==> src/hw/rtl/tiaacg_pkg.sv <==
// Package with the types, codes and polynomial step function of the audio channel.
package tiaacg_pkg;

    // Input command codes.
    localparam logic CMD_TICK = 1'b0;
    localparam logic CMD_LOAD = 1'b1;

    // Configuration register indexes.
    localparam logic [1:0] REG_CONTROL_MODE    = 2'd0;
    localparam logic [1:0] REG_DIVIDER_SETTING = 2'd1;
    localparam logic [1:0] REG_VOLUME          = 2'd2;

    // Low mode bits: five-bit update and four-bit clock gating.
    localparam logic [1:0] GATE_NINE_BIT = 2'd0;
    localparam logic [1:0] GATE_FREE     = 2'd1;
    localparam logic [1:0] GATE_PATTERN  = 2'd2;
    localparam logic [1:0] GATE_SHIFTOUT = 2'd3;

    // High mode bits: four-bit register update.
    localparam logic [1:0] WAVE_LFSR   = 2'd0;
    localparam logic [1:0] WAVE_SQUARE = 2'd1;
    localparam logic [1:0] WAVE_CHAIN  = 2'd2;
    localparam logic [1:0] WAVE_THREE  = 2'd3;

    // Reset values of the polynomial registers.
    localparam logic [5:0] FIVE_RESET = 6'h1f;
    localparam logic [3:0] FOUR_RESET = 4'hf;

    // Polynomial register pair.
    typedef struct packed {
        logic [5:0] five;
        logic [3:0] four;
    } poly_state_t;

    // One step of the polynomial registers for the given control mode.
    function automatic poly_state_t poly_step(input logic [3:0] mode, input poly_state_t cur);
        poly_state_t nxt;
        logic [1:0]  low;
        logic        fb5;
        logic        fb4;
        logic        clk4;
        low  = mode[1:0];
        fb5  = 1'b0;
        fb4  = 1'b0;
        clk4 = 1'b1;
        nxt  = cur;
        if (mode == 4'd0)
        begin
            nxt.five = {cur.five[4:0], 1'b1};
            nxt.four = {cur.four[2:0], 1'b1};
        end
        else
        begin
            // Five-bit register: own taps, or chained with the four-bit register.
            if (low != GATE_NINE_BIT)
            begin
                fb5 = (cur.five[2] ^ cur.five[4]) || (cur.five[4:0] == 5'd0);
            end
            else
            begin
                fb5 = (cur.five[4] ^ cur.four[3]) ||
                      ((cur.five[4:0] == 5'd0) && (cur.four == 4'd0));
            end
            nxt.five = {cur.five[4:0], fb5};

            // Clock gating of the four-bit register.
            if ((low == GATE_PATTERN) && (nxt.five[4:1] != 4'b1000))
            begin
                clk4 = 1'b0;
            end
            if ((low == GATE_SHIFTOUT) && !nxt.five[5])
            begin
                clk4 = 1'b0;
            end

            case (mode[3:2])
                WAVE_LFSR:   fb4 = (cur.four[2] ^ cur.four[3]) || (cur.four == 4'd0);
                WAVE_SQUARE: fb4 = !cur.four[0];
                WAVE_CHAIN:  fb4 = nxt.five[5];
                WAVE_THREE:  fb4 = (cur.four[2:0] == 3'b101) || !cur.four[2];
                default:     fb4 = 1'b0;
            endcase
            if (clk4)
            begin
                nxt.four = {cur.four[2:0], fb4};
            end
        end
        return nxt;
    endfunction

endpackage

==> src/hw/rtl/tia_audio_channel_generator.sv <==
// A tick transfer's level is registered and shows in the cycle after its acceptance.
// Throughput: one input transfer per cycle unless stalled; loads give no result.
// The output register stalls the input only while a result waits on a stalled output.
// Reset (rst_n, asynchronous, active low) clears configuration, divider and the
// shifted-out bit, and sets all other polynomial bits; no clearing pass is needed.
module tia_audio_channel_generator
    import tiaacg_pkg::*;
(
    input  logic       clk,
    input  logic       rst_n,
    // Configuration write port.
    input  logic       cfg_write_en,
    input  logic [1:0] cfg_index,
    input  logic [4:0] cfg_data,
    // Input channel.
    input  logic       in_valid,
    output logic       in_stall,
    input  logic       command,
    input  logic [8:0] state_value,
    // Output channel.
    output logic       out_valid,
    input  logic       out_stall,
    output logic [3:0] level
);

    logic [3:0]  control_mode_reg;
    logic [4:0]  divider_setting_reg;
    logic [3:0]  volume_reg;
    poly_state_t poly_reg;
    poly_state_t poly_next;
    poly_state_t poly_stepped;
    logic [4:0]  divider_count_reg;
    logic [4:0]  divider_count_next;
    logic        out_valid_reg;
    logic [3:0]  level_reg;
    logic [3:0]  level_next;
    logic        in_accept;
    logic        tick_accept;
    logic        load_accept;
    logic        out_free;
    logic        divider_hit;

    // Transfer qualification.
    assign out_free    = !out_valid_reg || !out_stall;
    assign in_stall    = !out_free;
    assign in_accept   = in_valid && !in_stall;
    assign tick_accept = in_accept && (command == CMD_TICK);
    assign load_accept = in_accept && (command == CMD_LOAD);

    // Configuration registers.
    always_ff @(posedge clk or negedge rst_n)
    begin
        if (!rst_n)
        begin
            control_mode_reg    <= 4'd0;
            divider_setting_reg <= 5'd0;
            volume_reg          <= 4'd0;
        end
        else if (cfg_write_en)
        begin
            case (cfg_index)
                REG_CONTROL_MODE:    control_mode_reg    <= cfg_data[3:0];
                REG_DIVIDER_SETTING: divider_setting_reg <= cfg_data;
                REG_VOLUME:          volume_reg          <= cfg_data[3:0];
                default:             ;
            endcase
        end
    end

    // Sample, divider and polynomial update for the accepted item.
    assign divider_hit  = (divider_count_reg == divider_setting_reg);
    assign poly_stepped = poly_step(control_mode_reg, poly_reg);
    assign level_next   = poly_reg.four[3] ? volume_reg : 4'd0;

    always_comb
    begin
        poly_next          = poly_reg;
        divider_count_next = divider_count_reg;
        if (load_accept)
        begin
            poly_next.five = {1'b0, state_value[4:0]};
            poly_next.four = state_value[8:5];
        end
        else if (tick_accept)
        begin
            if (divider_hit)
            begin
                poly_next          = poly_stepped;
                divider_count_next = 5'd0;
            end
            else
            begin
                divider_count_next = divider_count_reg + 5'd1;
            end
        end
    end

    always_ff @(posedge clk or negedge rst_n)
    begin
        if (!rst_n)
        begin
            poly_reg.five     <= FIVE_RESET;
            poly_reg.four     <= FOUR_RESET;
            divider_count_reg <= 5'd0;
        end
        else
        begin
            poly_reg          <= poly_next;
            divider_count_reg <= divider_count_next;
        end
    end

    // Output register; holds its result while the output is stalled.
    always_ff @(posedge clk or negedge rst_n)
    begin
        if (!rst_n)
        begin
            out_valid_reg <= 1'b0;
        end
        else if (out_free)
        begin
            out_valid_reg <= tick_accept;
        end
    end

    always_ff @(posedge clk)
    begin
        if (tick_accept)
        begin
            level_reg <= level_next;
        end
    end

    assign out_valid = out_valid_reg;
    assign level     = level_reg;

`ifndef NO_ASSERTIONS
    // An accepted tick always produces a result in the next cycle.
    assert property (@(posedge clk) disable iff (!rst_n) tick_accept |=> out_valid_reg)
        else $error("tick transfer produced no result");

    // The divider wraps to zero when it reaches its terminal value.
    assert property (@(posedge clk) disable iff (!rst_n)
        (tick_accept && divider_hit) |=> (divider_count_reg == 5'd0))
        else $error("divider did not clear at terminal value");

    // A load clears the shifted-out bit of the five-bit register.
    assert property (@(posedge clk) disable iff (!rst_n)
        load_accept |=> !poly_reg.five[5])
        else $error("load left shifted-out bit set");

    // A load never creates a result.
    assert property (@(posedge clk) disable iff (!rst_n)
        (load_accept && !out_valid_reg) |=> !out_valid_reg)
        else $error("load transfer produced a result");
`endif

endmodule
==> config.mk <==
export PLATFORM = sky130hd
export DESIGN_NAME = tia_audio_channel_generator
export DESIGN_NICKNAME = d
export VERILOG_FILES = /design/src/hw/rtl/tiaacg_pkg.sv /design/src/hw/rtl/tia_audio_channel_generator.sv
export SDC_FILE = /design/constraint.sdc
export NUM_CORES = 1
export LEC_CHECK = 0
export BUFFER_PORTS_ARGS = -buffer_cell sky130_fd_sc_hd__buf_4
export CORE_MARGIN = 1
export CORE_UTILIZATION = 45
export CTS_BUF_LIST = sky130_fd_sc_hd__clkbuf_8
export DETAILED_ROUTE_END_ITERATION = 10
export GPL_ROUTABILITY_DRIVEN = 1
export PLACE_DENSITY = 0.66
export SLEW_MARGIN = 20
export SYNTH_ARGS = -nofsm -noshare
export SYNTH_HDL_FRONTEND = slang
export SYNTH_SLANG_ARGS = --single-unit
==> constraint.sdc <==
create_clock -name clk -period 2.15 [get_ports clk]
set_clock_uncertainty 0.2 [all_clocks]
set_input_delay 0.43 -clock clk [delete_from_list [all_inputs] [get_ports clk]]
set_output_delay 0.43 -clock clk [all_outputs]
set_load 0.1 [all_outputs]
Yosys cells after proc, flatten, opt, wreduce, memory -nomap -nowiden
Index checks and enable logic that the tools add are counted.

operators by class
  $add $sub $neg = 1
  reduce and logical (&&, ||, !) cells = 32
  eq/ne operators = 10
  mux-type cells = 11
  bitwise gates (word level) = 5

operators by type and width
  operator               count
  $mux W9                3
  $eq A2 B2 Y1 const B   5
  $mux W5                2
  $reduce_and A2 Y1      5
  $logic_not A4 Y1       2
  $logic_and A1 B1 Y1    6
  $logic_not A1 Y1       6
  $reduce_bool A2 Y1     3
  $add A5 B1 Y5 const B  1
  $eq A5 B5 Y1           1
  $logic_not A5 Y1       1
  $logic_or A1 B1 Y1     5
  $eq A2 B1 Y1 const B   2
  $logic_not A2 Y1       2
  $mux W1                4
  $mux W4                1
  $ne A4 B4 Y1 const B   1
  $pmux W1 S4            1
  $eq A3 B3 Y1 const B   1
  $reduce_and A3 Y1      1
  $reduce_bool A3 Y1     1
  $xor A1 B1 Y1          3
  $not A1 Y1             2

word-level totals
  output and inout port bits = 6
  bits of input ports = 22
  register bits = 32

Longest topological paths before layout
Gate-level depths: netlist of run 1.

  depth in word-level cells = 10
  gate-level depth with buffers = 7
  mapped depth without buffers = 7

Least setup slack after synthesis of run 1
No wires, ideal clock.

  path type = register to output
  start point = register out_valid_reg, in the netlist out_valid
  end point = output port in_stall
  buffers on the path = 0
  setup slack = -0.238 ns
  stages on the path, launching flop included = 3
  arrival time = 1.758 ns
  cells stage by stage = dfrtp_1 nand2_1 inv_1

on the way
  cells in the longest elaborated chain, start to end = 3

ends and longest elaborated chain
  what                    line                                RTL
  from (decl)             tia_audio_channel_generator.sv:34   logic out_valid_reg;
  from (signal assigned)  tia_audio_channel_generator.sv:122  out_valid_reg <= tick_accept;
  $logic_not A1 Y1        tia_audio_channel_generator.sv:44   assign out_free = !out_valid_reg || !out_stall;
  $logic_or A1 B1 Y1      tia_audio_channel_generator.sv:44
  $logic_not A1 Y1        tia_audio_channel_generator.sv:45   assign in_stall = !out_free;
  to (decl)               tia_audio_channel_generator.sv:17   output logic in_stall,

Every way passes these cells.

Worst setup path after layout of run 1
  start point = register poly_reg[3] in the netlist's numbering
  end point = register poly_reg[4] in the netlist's numbering

on the way
  cells in the longest elaborated chain, start to end = 8

ends and longest elaborated chain
  what                    line                                RTL
  from (decl)             tia_audio_channel_generator.sv:29   poly_state_t poly_reg;
  from (signal assigned)  tia_audio_channel_generator.sv:108  poly_reg <= poly_next;
  $logic_not A4 Y1        tiaacg_pkg.sv:62                    ((cur.five[4:0] == 5'd0) && (cur.four == 4'd0));
  $logic_and A1 B1 Y1     tiaacg_pkg.sv:62
  $logic_or A1 B1 Y1 (*)  tiaacg_pkg.sv:61                    fb5 = (cur.five[4] ^ cur.four[3]) ||
  $mux W1 (*)             tiaacg_pkg.sv:55                    if (low != GATE_NINE_BIT)
  $mux W5 (*)             tiaacg_pkg.sv:47                    if (mode == 4'd0)
  $mux W9 (*)             tia_audio_channel_generator.sv:86   if (divider_hit)
  $mux W9 (*)             tia_audio_channel_generator.sv:84   else if (tick_accept)
  $mux W9 (*)             tia_audio_channel_generator.sv:79   if (load_accept)

Mark *: on every way between the ends. The rest lies on a longest branch, timed or not. The select of a mux whose other input is x is not followed.
A chain may end at the register's enable or synchronous reset.

==> flow_metrics.env, run 1 <==
export IMPL_seq_area_frac_synth=0.5163
export IMPL_dp_slack_ns=0.1544
export IMPL_cpMaxStageDelayCell="dfstp_2"
export IMPL_seqPwrFrac=0.462
export IMPL_critPathKind="register to register"
export IMPL_min_period_ns=2.013
export IMPL_die_w_um=61.85
export IMPL_rr_worst_depth=7
export IMPL_yosysTopAreaCell="dfrtp_1"
export IMPL_power_frac_comb=0.258
export IMPL_postCtsSetupBuffers=0
export IMPL_placedCellCount=219
export IMPL_min_path_cells=2
export IMPL_num_antenna_cells=0
export IMPL_ys_top_cells_by_area="dfrtp_1 30%, dfstp_2 15%, mux2_2 8.4%"
export IMPL_htreeDepth=2
export IMPL_grt_pass1_vias=1222
export IMPL_ir_worst_vdd_mv=0.4556
export IMPL_critPathRequiredTime_ns=2.16
export IMPL_first_iter_violations=47
export IMPL_critPathArrivalTime_ns=2.03
export IMPL_power_density_nw_per_um2=991.4
export IMPL_detail_route_wl_per_cell_um=15.14
export IMPL_start_kind="register"
export IMPL_slew_violations=0
export IMPL_synth_ff_type="dfrtp_1"
export IMPL_overflow=0
export IMPL_timing_final_crit_share=0.9364
export IMPL_fin_ws_ns=0.1367
export IMPL_maxCapViolations=0
export IMPL_yosysUniqueCellTypes=40
export IMPL_cp_cell_sequence="inv_1 > ha_1 > nor3b_1 > nand2_1 > a21oi_1 > or4_1 > o221a_1"
export IMPL_vias_per_cell=5.548
export IMPL_grt_pass1_wl_mm=5.692
export IMPL_synthesis_nets=168
export IMPL_die_area_um2=3825
export IMPL_clk_latency_ns=0.29
export IMPL_nNetsFinal=205
export IMPL_cp_max_fo=7
export IMPL_stdcell_count=228
export IMPL_start_util=0.4755
export IMPL_p_int_uw=1359
export IMPL_clock_fmax_ghz=0.4967
export IMPL_std_cell_rows=21
export IMPL_dieHeight_um=61.85
export IMPL_p_sw_uw=634.2
export IMPL_synthArstFlopShare=0.8750
export IMPL_port_buffer_count=27
export IMPL_clockRootBuffer="clkbuf_8"
export IMPL_clockBufferDepth=2
export IMPL_clock_sinks=32
export IMPL_rsz0062_at_grt="false"
export IMPL_io_pins=28
export IMPL_antenna_found_initial=0
export IMPL_layout_commonest_cell="buf_4"
export IMPL_hpwl_mm=2.557
export IMPL_drtAntennaViolNets=0
export IMPL_total_power_uw=1993
export IMPL_tightestPinTransition_ns=0.4887
export IMPL_area_growth_pct=24.77
export IMPL_synthCells=144
export IMPL_cts_tree="built"
export IMPL_critPathMaxStageDelay_ns=0.61
export IMPL_syn_cell_area_um2=1612
export IMPL_tns_ns=0
export IMPL_place_gp_congestion=0.8474
export IMPL_dr_pass1_iters=6
export IMPL_via_count=1265
export IMPL_grt_start_max_net_pins=29
export IMPL_cts_buffers=5
export IMPL_p_clk_frac=0.280
export IMPL_yosys_warnings=0
export IMPL_largest_register_ffs=9
export IMPL_synth_avg_cell_area_um2=11.19
export IMPL_worstHoldPathType="input pin to register"
export IMPL_p_leak_uw=0.0008521
export IMPL_final_cell_mix="31 x buf_4, 18 x dfrtp_1, 13 x nand2_1, 12 x mux2_2, 10 x inv_1"
export IMPL_clk_pin_slew_ns=0.07
export IMPL_ys_ff_latch=32
export IMPL_synth_top_area_share=0.2950
export IMPL_synth_edf_count=4
export IMPL_status="completed"
export IMPL_relSlewSlack=0.6742
export IMPL_critPathCaptureType="register"
export IMPL_switching_share=0.3182
export IMPL_hold_violations=0
export IMPL_setup_viol=0
export IMPL_coreArea_um2=3390
export IMPL_drive_gt1_frac=0.3681
export IMPL_wl_mm=3.451
export IMPL_final_core_util=0.5932
export IMPL_grt_usage=0.2140
export IMPL_drc=0
logic make-up after synthesis:
kind of cell,count (synthesis),share of synthesized area
AND/OR/NAND/NOR,49,0.1692
flip-flops,32,0.5163
AO/OA/AOI/OAI,31,0.1537
buffers and inverters,12,0.02872
multiplexers,12,0.08385
XOR/XNOR,6,0.03261
adder cells (fa/ha/maj),2,0.01553
cells in the mapped netlist, drive strengths merged (6+ instances only):
master	count
dfrtp	19
dfstp	9
inv	10
mux2	12
nand2	13
nand2b	6
o31ai	6
per-stage QoR:
| stage | area (um2) | hold slack [ns] |
|---|---|---|
| global placement | 1894 | 0.1712 |
| global route | 2011 | 0.1741 |
| finish | 2011 | 0.1794 |
| floorplan | 1613 | -0.06559 |
| CTS | 2011 | 0.1759 |
| detailed placement | 1894 | 0.1705 |
cell type report:
cell class                      instances  area [um2]
Inverter                               10       37.54
Fill cell                             290        1379
Clock inverter                          3       37.54
Tap cell                               46       57.56
Timing Repair Buffer                   32       242.7
Clock buffer                            5       68.82
Sequential cell                        32       833.3
Multi-Input combinational cell        100       733.2
power by group through the flow:
stage          logic (uW)  clock network [uW]  registers [uW]
6_report              514                 558             921
5_1_grt               571                 597             945
4_1_cts               519                 568             920
3_5_place_dp          513                   0             929
3_3_place_gp          500                   0             923
2_1_floorplan         336                   0             944
routing by layer:
metal,global-route usage,up-vias,share of wire,wire (um)
met1,0.2668,610,0.44,1521
li1,-,603,-,-
met2,0.3456,42,0.49,1681
met5,0,-,0,0
met4,0.09524,0,0.023,78
met3,0.06211,10,0.049,170
worst paths after layout:
check                         startpoint                     end  slack (ns)
max                          poly_reg[3]             poly_reg[4]        0.14
max reg2reg                  poly_reg[3]             poly_reg[4]        0.14
min in group asynchronous          rst_n           volume_reg[3]        0.40
max in group asynchronous          rst_n             poly_reg[7]        1.04
min reg2reg                volume_reg[0]           volume_reg[0]        0.30
min                          cfg_data[4]  divider_setting_reg[4]        0.18
worst max-delay path, delay by kind of cell (launching register included):
family          cells  cell delay [ns]
buf+inv             1             0.06
compound gates      2             0.20
flops               1             0.61
fa+ha+maj           1             0.17
simple gates        3             0.70
what timing repair did:
item / CTS / global route
endpoints found under the setup margin: 0 / 0
resized for setup: 0 / 0
hold buffers: 1 / 0
endpoints found under the hold margin: 19 / 0
No activity file was read; power rests on OpenSTA's default activity.
==> run 2: changes to the inputs <==
--- a/config.mk
+++ b/config.mk
@@ -7,11 +7,11 @@
 export LEC_CHECK = 0
 export BUFFER_PORTS_ARGS = -buffer_cell sky130_fd_sc_hd__buf_4
 export CORE_MARGIN = 1
-export CORE_UTILIZATION = 45
+export CORE_UTILIZATION = 57
 export CTS_BUF_LIST = sky130_fd_sc_hd__clkbuf_8
 export DETAILED_ROUTE_END_ITERATION = 10
 export GPL_ROUTABILITY_DRIVEN = 1
-export PLACE_DENSITY = 0.66
+export PLACE_DENSITY = 0.81
 export SLEW_MARGIN = 20
 export SYNTH_ARGS = -nofsm -noshare
 export SYNTH_HDL_FRONTEND = slang
==> run 2 against run 1 <==
Net effect:
- global-route usage is 6.2 points higher
- fmax is 2.8% higher
- final cell count is 7.0% lower
- largest power group unchanged
- critical endpoint is now poly_reg[6]
- setup slack better by 0.055 ns
- largest cell class unchanged
==> flow_metrics.env, run 2 (same netlist as run 1, synthesis figures left out) <==
export IMPL_critPathKind="register to register"
export IMPL_min_from="out_stall"
export IMPL_cts_tree="built"
export IMPL_power_density_nw_per_um2=1008
export IMPL_hold_violations=0
export IMPL_antenna_found_initial=0
export IMPL_tns_ns=0
export IMPL_worstHoldPathType="input pin to register"
export IMPL_cp_max_fo=10
export IMPL_wl_mm=3.596
export IMPL_regToRegEndpoint="poly_reg[6]"
export IMPL_status="completed"
export IMPL_drive_gt1_frac=0.3681
export IMPL_dieHeight_um=55.17
export IMPL_relSlewSlack=0.6403
export IMPL_std_cell_rows=18
export IMPL_postCtsSetupBuffers=0
export IMPL_fin_area_um2=1991
export IMPL_maxCapViolations=0
export IMPL_start_kind="register"
export IMPL_clock_sinks=32
export IMPL_htreeDepth=2
export IMPL_overflow=0
export IMPL_largest_register_ffs=9
export IMPL_clk_latency_ns=0.28
export IMPL_die_area_um2=3044
export IMPL_clk_pin_slew_ns=0.07
export IMPL_drc=0
export IMPL_critPathCaptureType="register"
export IMPL_io_pins=28
export IMPL_p_leak_uw=0.0008521
export IMPL_multi_input_area_um2=733.2
export IMPL_clock_fmax_ghz=0.5106
export IMPL_timing_final_crit_share=0.9109
export IMPL_cp_cell_sequence="xor2_1 > nor3_2 > nand3_2 > buf_4 > a21oi_2 > a2bb2oi_1"
export IMPL_critPathRequiredTime_ns=2.15
export IMPL_detail_route_wl_per_cell_um=16.96
export IMPL_coreArea_um2=2567
export IMPL_grt_start_max_net_pins=29
export IMPL_drtAntennaViolNets=0
export IMPL_hpwl_mm=2.521
export IMPL_min_period_ns=1.958
export IMPL_total_power_uw=2007
export IMPL_area_growth_pct=23.52
export IMPL_worst_hold_slack_ns=0.2041
export IMPL_critPathMaxStageDelay_ns=0.44
export IMPL_place_gp_congestion=0.9093
export IMPL_nNetsFinal=205
export IMPL_worstReg2RegStart="divider_count_reg[3]"
export IMPL_whs_endpoint="out_valid"
export IMPL_final_core_util=0.7753
export IMPL_slew_violations=0
export IMPL_placed_area_um2=1874
export IMPL_clockRootBuffer="clkbuf_8"
export IMPL_min_path_cells=3
export IMPL_cts_resized=0
export IMPL_cpMaxStageDelayCell="dfrtp_1"
export IMPL_seqCellArea_um2=833.3
export IMPL_filler_cell_count=188
export IMPL_final_cell_mix="31 x buf_4, 18 x dfrtp_1, 13 x nand2_1, 12 x mux2_2, 10 x inv_1"
export IMPL_rrSetupSlack_ns=0.19
export IMPL_grt_usage=0.2759
export IMPL_first_iter_violations=27
export IMPL_port_buffer_count=27
export IMPL_via_count=1291
export IMPL_vias_per_cell=6.090
export IMPL_critPathArrivalTime_ns=1.96
export IMPL_dr_pass1_iters=4
export IMPL_setup_viol=0
export IMPL_die_w_um=55.17
export IMPL_rsz0062_at_grt="false"
export IMPL_num_antenna_cells=0
export IMPL_layout_commonest_cell="buf_4"
export IMPL_start_util=0.6277
export IMPL_cts_buffers=5
export IMPL_grt_pass1_vias=1208
export IMPL_tightestPinTransition_ns=0.5395
export IMPL_rr_worst_depth=6
export IMPL_grt_pass1_wl_mm=5.554
export IMPL_clockBufferDepth=2
export IMPL_ir_worst_vdd_mv=0.8063
## run 2: cell counts in the layout (fill, tap and decap cells not counted)
Identical to the previous run, type by type.
## run 2: how the worst max path moves through the flow
stage,start,end,slack (ns),cells past startpoint
floorplan,out_valid,in_stall,0.07,2
global placement,divider_count_reg[3],poly_reg[3],0.24,5
detailed placement,divider_count_reg[3],poly_reg[4],0.20,6
CTS,divider_count_reg[3],poly_reg[4],0.20,6
global route,divider_count_reg[3],poly_reg[6],0.10,6
finish,divider_count_reg[3],poly_reg[6],0.19,6
## run 2: repair_timing
item | 4_1_cts | 5_1_grt
hold buffers | 1 | 0
endpoints found under the setup margin | 0 | 0
hold endpoints to repair | 19 | 0
## run 2: worst max-delay path: cells and delay by family (launching register included)
kind / cells / cell delay [ns]
buf+inv: 1 / 0.22
xor+xnor: 1 / 0.19
flops: 1 / 0.44
simple gates: 2 / 0.36
compound gates: 2 / 0.47
## run 2: layer usage
layer	global-route usage	part of all wire	vias up
met5	0	0	-
met4	0.1250	0.020	0
met3	0.08197	0.049	8
met2	0.4398	0.49	47
met1	0.3445	0.44	636
li1	-	-	600
## run 2: layout make-up
type,count,area share
clock buffers,5,0.03457
clock inverters,3,0.01886
inverters,10,0.01886
multi-input cells,100,0.3683
flip-flops and latches,32,0.4186
well taps,30,0.01886
repair buffers,32,0.1219
## run 2: metrics by stage
| stage | instances | setup WS [ns] |
|---|---|---|
| floorplan | 144 | 0.06832 |
| global placement | 203 | 0.2424 |
| detailed placement | 203 | 0.2009 |
| CTS | 212 | 0.1951 |
| global route | 212 | 0.1029 |
| finish | 212 | 0.1917 |
## run 2: report_power, final
part	switching, uW	total, uW	internal [uW]
sequential	146	925	780
clock	220	557	337
combinational	281	525	243
